### config.mk
export PLATFORM = sky130hd
export DESIGN_NAME = page_replacement_victim_select
export DESIGN_NICKNAME = d
export VERILOG_FILES = /design/src/design/pvs_pkg.sv /design/src/design/page_replacement_victim_select.sv
export SDC_FILE = /design/constraint.sdc
export NUM_CORES = 1
export LEC_CHECK = 0
export ABC_AREA = 1
export BUFFER_PORTS_ARGS = -buffer_cell sky130_fd_sc_hd__clkbuf_2
export CAP_MARGIN = 40
export CORE_ASPECT_RATIO = 0.6
export CORE_UTILIZATION = 65
export CTS_BUF_LIST = sky130_fd_sc_hd__clkbuf_16
export CTS_CLUSTER_DIAMETER = 100
export DETAILED_ROUTE_END_ITERATION = 12
export GPL_ROUTABILITY_DRIVEN = 0
export GPL_TIMING_DRIVEN = 1
export PLACE_DENSITY_LB_ADDON = 0.3
export SLEW_MARGIN = 20
export SYNTH_ARGS = -nofsm -noshare
export SYNTH_HDL_FRONTEND = slang
export SYNTH_SLANG_ARGS = --single-unit
### constraint.sdc
create_clock -name clk -period 10.8 [get_ports clk]
set_input_delay 0.54 -clock clk [delete_from_list [all_inputs] [get_ports clk]]
set_output_delay 0.54 -clock clk [all_outputs]
set_load 0.1 [all_outputs]
### src/design/pvs_pkg.sv
// Package for the page replacement victim selector.
// Holds the frame table size, field widths, operation and policy codes and the
// transaction payload types. No dependencies.
package pvs_pkg;

    localparam int FRAMES = 16;
    localparam int IDX_W = (FRAMES > 1) ? $clog2(FRAMES) : 1;

    localparam int FRAME_FIELD_W = 4;
    localparam int PAGE_W = 20;
    localparam int TIME_W = 32;
    localparam int POLICY_W = 2;

    localparam logic OP_ACCESS = 1'b0;
    localparam logic OP_SELECT = 1'b1;

    localparam logic [POLICY_W-1:0] POLICY_LRU = 2'd0;
    localparam logic [POLICY_W-1:0] POLICY_SECOND_CHANCE = 2'd1;
    localparam logic [POLICY_W-1:0] POLICY_CLOCK = 2'd2;

    typedef struct packed {
        logic                     op;
        logic [FRAME_FIELD_W-1:0] frame_index;
        logic [PAGE_W-1:0]        page_number;
        logic [TIME_W-1:0]        access_time;
    } pvs_in_t;

    typedef struct packed {
        logic [FRAME_FIELD_W-1:0] victim_frame;
        logic [PAGE_W-1:0]        evicted_page;
        logic                     evicted_valid;
    } pvs_out_t;

    // Next frame with wrap at the table size
    function automatic logic [IDX_W-1:0] next_slot(input logic [IDX_W-1:0] p);
        logic [IDX_W-1:0] r;
        if (p == IDX_W'(FRAMES - 1))
        begin
            r = '0;
        end
        else
        begin
            r = p + IDX_W'(1);
        end
        return r;
    endfunction

endpackage

### src/design/page_replacement_victim_select.sv
// Page replacement victim selector: frame table, LRU scan and clock / second
// chance hand sweeps under one small sequencer. Depends on pvs_pkg.
//
//  channel   | signals                                   | dir | notes
//  ----------+-------------------------------------------+-----+---------------------------
//  in        | in_valid, in_ready, in_data (pvs_in_t)    | in  | access or select transaction
//  out       | out_valid, out_ready, out_data (pvs_out_t)| out | one per select transaction
//  config    | policy_mode_wr_en, policy_mode_wr_data    | in  | write only, no wait
//
// Steps: an access transaction is taken in the idle state and yields no result. A
// select transaction under LRU reads the table once per frame through the single
// time comparator, settles the last compare, reads the victim's page, then loads
// the output register. Clock and second chance visit k frames with the hand
// (1 to FRAMES + 1 for clock, 1 to FRAMES for second chance), one reference bit
// per cycle, then read the victim's page and load the output.
// Reset clears valid and reference bits, both hands and the policy; the page and
// time memories need no clearing as an invalid frame reads as page 0, time 0.
// A finished result waits in the output register; a new transaction is taken
// meanwhile, and only a second result stalls until the first one has left.
module page_replacement_victim_select (
    input  logic                         clk,
    input  logic                         rst_n,
    input  logic                         policy_mode_wr_en,
    input  logic [pvs_pkg::POLICY_W-1:0] policy_mode_wr_data,
    input  logic                         in_valid,
    output logic                         in_ready,
    input  pvs_pkg::pvs_in_t             in_data,
    output logic                         out_valid,
    input  logic                         out_ready,
    output pvs_pkg::pvs_out_t            out_data
);
    import pvs_pkg::*;

    // Sequencer states
    localparam logic [2:0] ST_IDLE      = 3'd0;
    localparam logic [2:0] ST_LRU_SCAN  = 3'd1;
    localparam logic [2:0] ST_LRU_DRAIN = 3'd2;
    localparam logic [2:0] ST_HAND      = 3'd3;
    localparam logic [2:0] ST_LOOKUP    = 3'd4;
    localparam logic [2:0] ST_RESULT    = 3'd5;

    // Frame table payload memories
    logic [PAGE_W-1:0] page_mem [FRAMES];
    logic [TIME_W-1:0] time_mem [FRAMES];

    logic [2:0]          state_reg, state_next;
    logic [POLICY_W-1:0] policy_reg, policy_next;
    logic [FRAMES-1:0]   valid_reg, valid_next;
    logic [FRAMES-1:0]   ref_reg, ref_next;
    logic [IDX_W-1:0]    clock_hand_reg, clock_hand_next;
    logic [IDX_W-1:0]    sc_hand_reg, sc_hand_next;
    logic [IDX_W-1:0]    ptr_reg, ptr_next;
    logic [IDX_W-1:0]    start_reg, start_next;
    logic                sc_mode_reg, sc_mode_next;
    logic [IDX_W-1:0]    victim_reg, victim_next;
    logic [TIME_W-1:0]   best_time_reg, best_time_next;
    logic                cmp_en_reg, cmp_en_next;
    logic                out_valid_reg, out_valid_next;
    pvs_out_t            out_data_reg, out_data_next;

    // Registered table read port
    logic [IDX_W-1:0]  rd_addr;
    logic [IDX_W-1:0]  rd_idx_reg;
    logic [TIME_W-1:0] rd_time_reg;
    logic [PAGE_W-1:0] rd_page_reg;
    logic              rd_vld_reg;

    logic             in_xact;
    logic             wr_en;
    logic [IDX_W-1:0] wr_idx;
    logic             idx_ok;

    assign in_ready  = (state_reg == ST_IDLE);
    assign in_xact   = in_valid && in_ready;
    assign idx_ok    = (32'(in_data.frame_index) < 32'(FRAMES));
    assign wr_idx    = IDX_W'(in_data.frame_index);
    assign wr_en     = in_xact && (in_data.op == OP_ACCESS) && idx_ok;
    assign out_valid = out_valid_reg;
    assign out_data  = out_data_reg;

    always_comb
    begin
        state_next      = state_reg;
        policy_next     = policy_reg;
        valid_next      = valid_reg;
        ref_next        = ref_reg;
        clock_hand_next = clock_hand_reg;
        sc_hand_next    = sc_hand_reg;
        ptr_next        = ptr_reg;
        start_next      = start_reg;
        sc_mode_next    = sc_mode_reg;
        victim_next     = victim_reg;
        best_time_next  = best_time_reg;
        cmp_en_next     = (state_reg == ST_LRU_SCAN);
        out_valid_next  = out_valid_reg;
        out_data_next   = out_data_reg;
        rd_addr         = victim_reg;

        if (policy_mode_wr_en)
        begin
            policy_next = policy_mode_wr_data;
        end

        if (out_valid_reg && out_ready)
        begin
            out_valid_next = 1'b0;
        end

        // Shared time comparator: first frame seeds, strictly smaller wins
        if (cmp_en_reg && ((rd_idx_reg == '0) || (rd_time_reg < best_time_reg)))
        begin
            victim_next    = rd_idx_reg;
            best_time_next = rd_time_reg;
        end

        case (state_reg)
            ST_IDLE:
            begin
                if (in_xact)
                begin
                    if (in_data.op == OP_ACCESS)
                    begin
                        if (idx_ok)
                        begin
                            valid_next[wr_idx] = 1'b1;
                            ref_next[wr_idx]   = 1'b1;
                        end
                    end
                    else
                    begin
                        case (policy_reg)
                            POLICY_SECOND_CHANCE:
                            begin
                                ptr_next     = sc_hand_reg;
                                start_next   = sc_hand_reg;
                                sc_mode_next = 1'b1;
                                state_next   = ST_HAND;
                            end
                            POLICY_CLOCK:
                            begin
                                ptr_next     = clock_hand_reg;
                                start_next   = clock_hand_reg;
                                sc_mode_next = 1'b0;
                                state_next   = ST_HAND;
                            end
                            default:
                            begin
                                // LRU, and the unused code behaves the same
                                ptr_next   = '0;
                                state_next = ST_LRU_SCAN;
                            end
                        endcase
                    end
                end
            end
            ST_LRU_SCAN:
            begin
                rd_addr  = ptr_reg;
                ptr_next = next_slot(ptr_reg);
                if (ptr_reg == IDX_W'(FRAMES - 1))
                begin
                    state_next = ST_LRU_DRAIN;
                end
            end
            ST_LRU_DRAIN:
            begin
                state_next = ST_LOOKUP;
            end
            ST_HAND:
            begin
                if (!ref_reg[ptr_reg])
                begin
                    victim_next = ptr_reg;
                    state_next  = ST_LOOKUP;
                    if (sc_mode_reg)
                    begin
                        // second chance steps one extra frame past the victim
                        sc_hand_next = next_slot(next_slot(ptr_reg));
                    end
                    else
                    begin
                        clock_hand_next = next_slot(ptr_reg);
                    end
                end
                else
                begin
                    ref_next[ptr_reg] = 1'b0;
                    if (sc_mode_reg && (next_slot(ptr_reg) == start_reg))
                    begin
                        // full lap with every bit set: the start frame goes
                        victim_next  = start_reg;
                        sc_hand_next = next_slot(start_reg);
                        state_next   = ST_LOOKUP;
                    end
                    else
                    begin
                        ptr_next = next_slot(ptr_reg);
                    end
                end
            end
            ST_LOOKUP:
            begin
                state_next = ST_RESULT;
            end
            ST_RESULT:
            begin
                if (!out_valid_reg || out_ready)
                begin
                    out_valid_next              = 1'b1;
                    out_data_next.victim_frame  = FRAME_FIELD_W'(victim_reg);
                    out_data_next.evicted_page  = rd_vld_reg ? rd_page_reg : '0;
                    out_data_next.evicted_valid = rd_vld_reg;
                    state_next                  = ST_IDLE;
                end
            end
            default:
            begin
                state_next = ST_IDLE;
            end
        endcase
    end

    always_ff @(posedge clk or negedge rst_n)
    begin
        if (!rst_n)
        begin
            state_reg      <= ST_IDLE;
            policy_reg     <= POLICY_LRU;
            valid_reg      <= '0;
            ref_reg        <= '0;
            clock_hand_reg <= '0;
            sc_hand_reg    <= '0;
            ptr_reg        <= '0;
            start_reg      <= '0;
            sc_mode_reg    <= 1'b0;
            victim_reg     <= '0;
            cmp_en_reg     <= 1'b0;
            out_valid_reg  <= 1'b0;
        end
        else
        begin
            state_reg      <= state_next;
            policy_reg     <= policy_next;
            valid_reg      <= valid_next;
            ref_reg        <= ref_next;
            clock_hand_reg <= clock_hand_next;
            sc_hand_reg    <= sc_hand_next;
            ptr_reg        <= ptr_next;
            start_reg      <= start_next;
            sc_mode_reg    <= sc_mode_next;
            victim_reg     <= victim_next;
            cmp_en_reg     <= cmp_en_next;
            out_valid_reg  <= out_valid_next;
        end
    end

    // Payload registers and the table memories
    always_ff @(posedge clk)
    begin
        best_time_reg <= best_time_next;
        out_data_reg  <= out_data_next;
        if (wr_en)
        begin
            page_mem[wr_idx] <= in_data.page_number;
            time_mem[wr_idx] <= in_data.access_time;
        end
        // an empty frame reads as time zero
        rd_idx_reg  <= rd_addr;
        rd_time_reg <= valid_reg[rd_addr] ? time_mem[rd_addr] : '0;
        rd_page_reg <= page_mem[rd_addr];
        rd_vld_reg  <= valid_reg[rd_addr];
    end

    // The input side is closed whenever the sequencer is busy
    assert property (@(posedge clk) disable iff (!rst_n)
        (state_reg != ST_IDLE) |-> !in_ready)
        else $error("input ready while sequencer busy");

    // A result appears only out of the result state
    assert property (@(posedge clk) disable iff (!rst_n)
        $rose(out_valid_reg) |-> $past(state_reg == ST_RESULT))
        else $error("result loaded outside result state");

    // An empty victim reports page zero
    assert property (@(posedge clk) disable iff (!rst_n)
        (out_valid_reg && !out_data_reg.evicted_valid) |-> (out_data_reg.evicted_page == '0))
        else $error("empty victim with non-zero page");

    // The hand sweep never sets a reference bit
    assert property (@(posedge clk) disable iff (!rst_n)
        (state_reg == ST_HAND) |=> ((ref_reg & ~$past(ref_reg)) == '0))
        else $error("reference bit set during sweep");

    // Every completed LRU scan moves to the victim lookup
    assert property (@(posedge clk) disable iff (!rst_n)
        (state_reg == ST_LRU_DRAIN) |=> (state_reg == ST_LOOKUP))
        else $error("LRU drain did not reach lookup");

endmodule
==> out/results.ini <==
[run_status]
status=completed

[sta]
setup_ws_ps=7010
rsz0062_at_grt=no
skew_ps=17.6
worst_slew_pin_slew_ps=914
slew_violations=0
finalHoldViolations=0
holdWs_ps=110
slew_headroom_pct=39.1
setup_viol_count_final=0
timing.final.crit_period_ps=3790
setup_tns_ps=0
period_share_pct=35.1
max_freq_mhz=264

[critical_path]
worst_ep_required_time_ps=11390
rrSetupSlack_ps=7010
cp.depth=15
arrival_ps=4380
r2r-end=rd_time_reg[6]
cp-start-kind=register
timing.critical_path.buf_inv=6
reg2reg_depth=15
crit_top_cell=buf_4
regToRegStartpoint=state_reg[1]
cp-endpoint=rd_time_reg[6]
crit_chain=nor2_4 > nand2_4 > nand2_2 > o21ai_4 > buf_4 > clkinv_8 > buf_4 > buf_16 > buf_4 > o21ai_0 > o211ai_1 > nand3_1 > nand2_1 > nand2_1 > inv_2
endpoint_kind=register
cpPeakStageDelay_ps=720
worstSetupPathType=register to register
critPathLaunch=state_reg[1]
cp_max_fo=142
crit_slowest_cell=buf_4
cpLargestDelayFamily=buffers and inverters

[drt]
avgRoutedWirePerCell_microns=23.8
vias=26200
drc_errors=0
wl_mm=97.9
drtPass1Iterations=8
antenna_left=0
drt_iter0_drc=3520
routed_via_density=6.37

[placed_design]
port-buffer-count=90
dp_hpwl_mm=51.0
place_ws_ps=6460

[final_layout]
layout-drive-gt1-share_pct=10.6
multi_input_area_sq_um=9080
top_regs=time_mem x512, page_mem x320
nets=3313
largest_register_ffs=512
top_register=time_mem
syn2layout_area_growth_pct=11.2
register_area_sq_um=29300
fillers=3772

[clock_tree]
cts_buffers=86
root_buffer=clkbuf_16
cts.path.max_buffers=3
clkTransAtPathRegs_ps=70
clkLatencyLatePin_ps=650
cts-resized-gates=0
cts_tree=done
htree_levels=3
cts_sinks=1006

[die]
initial_core_util_pct=65.8
dieWidth_microns=323
die_h_microns=194
core.rowCount=70
placeableCoreArea_sq_um=61000
io_pins=91
dieArea_sq_um=62700

[synthesis]
yosysSeqAreaShare_pct=73.2
syn_area_per_cell_sq_um=12.7
synth_edf_count=889
netlist_top_cells_area=edfxtp_1 (67%), o21ai_0 (5.9%), dfrtp_1 (3.7%), nor2_1 (3.2%), o211ai_1 (3.0%)
ys_seq_elements=1006
yosysTopAreaCellShare_pct=66.6
async_flop_share_pct=5.96
synth_warnings=0
yosys.area.top_type=edfxtp_1
syn_area_sq_um=40100
synthCells=3152
synth_cell_type_count=39
synth_commonest_cells=edfxtp_1 (889), o21ai_0 (472), nor2_1 (347)
syn-num-nets=3255
yosysMostFrequentCell=edfxtp_1
synthFlopType=edfxtp_1

[global_route]
grt_max_degree=143
antenna_found_initial=6
grt-ovfl-total=0
grtUsageTotal_pct=31.2
grt_pass1_wl_mm=148
grt_pass1_vias=25900

[pwr]
p_leak_uw=0.0161
power_uw=13600
p_per_area_nw_per_um2=306
ir_worst_vdd_uv=401

[run]
cap_viol_max_count=0

[worst_hold_path]
hold_class=primary input to register

-- cells in the final DEF (no fill, tap or decap), drive strengths merged, types with 2 or more instances in the layout --
cell type / instances
edfxtp: 889
nor2: 349
clkbuf: 180
o21bai: 34
clkinv: 39
nor3: 6
o221ai: 60
xor2: 2
a21oi: 27
or2: 14
bufinv: 7
buf: 65
o21a: 6
dfrtp: 60
a31oi: 7
dfxtp: 57
o22ai: 25
o211ai: 163
inv: 278
o21ai: 577
nand3: 108
nand4: 3
diode: 2
ha: 39
nand2: 282
-- routing by layer --
| layer | global-route usage, % | routed length, microns | vias up | share of wire (%) |
|---|---|---|---|---|
| met5 | 0 | 49 | - | 0.050 |
| met4 | 10.9 | 2730 | 8 | 2.8 |
| met3 | 6.43 | 11000 | 227 | 11 |
| met2 | 48.9 | 46100 | 1615 | 47 |
| met1 | 44.2 | 38000 | 12800 | 39 |
| li1 | - | - | 11500 | - |
-- worst register-to-register path, cell delays in order, from the launching register on --
cell      delay (ps)
dfrtp_1          450
nor2_4           190
nand2_4          160
nand2_2          120
o21ai_4           50
buf_4            200
clkinv_8         390
buf_4            300
buf_16           270
buf_4            800
o21ai_0          270
o211ai_1         250
nand3_1          100
nand2_1           70
nand2_1           60
inv_2             60
-- power breakdown --
group          switching (uW)  internal [uW]
combinational            4150           1740
sequential                162           4570
clock                    1350           1680
total                    5660           7980
-- how the worst min path moves through the flow --
stage	from	end	slack, ps	cells past startpoint
after floorplan	rst_n	clock_hand_reg[0]	240	0
after global placement	rd_time_reg[23]	best_time_reg[23]	420	0
after detailed placement	rd_time_reg[23]	best_time_reg[23]	420	0
after CTS	rst_n	ref_reg[1]	80	2
after global routing	policy_mode_wr_data[1]	policy_reg[1]	110	3
final	policy_mode_wr_data[1]	policy_reg[1]	110	3
-- metrics by stage --
stage / util (%) / cell area, sq um / std cells
4_1_cts: 72.8 / 44400 / 4103
3_3_place_gp: 67.5 / 41200 / 3922
5_1_grt: 73.2 / 44600 / 4113
2_1_floorplan: - / 40100 / 3152
6_report: 73.2 / 44600 / 4113
3_5_place_dp: 68.3 / 41700 / 3942
-- kinds of logic (layout without fill, tap and decap cells) --
| kind of cell | count (synthesis) | count (layout) | share of synthesized area, % |
|---|---|---|---|
| flip-flops | 1006 | 1006 | 73.2 |
| AO/OA/AOI/OAI | 900 | 900 | 13.3 |
| AND/OR/NAND/NOR | 764 | 764 | 7.75 |
| buffers and inverters | 440 | 571 | 4.56 |
| adder cells (fa/ha/maj) | 39 | 39 | 1.22 |
| XOR/XNOR | 3 | 3 | 0.0655 |
| other | 0 | 2 | 0 |
-- repair_timing --
| action | in CTS | in global routing |
|---|---|---|
| hold buffers | 0 | 1 |
| setup buffers | 0 | 0 |
| endpoints found under the hold margin | 0 | 5 |
-- layout make-up --
type,count,share of cell area (%)
Antenna cell,2,0.0112
Clock buffer,90,5.05
Clock inverter,71,1.12
Inverter,254,2.18
Multi-Input combinational cell,1706,20.4
Sequential cell,1006,65.8
Tap cell,828,2.32
Timing Repair Buffer,156,3.19
Power figures use the tool's default switching activity.
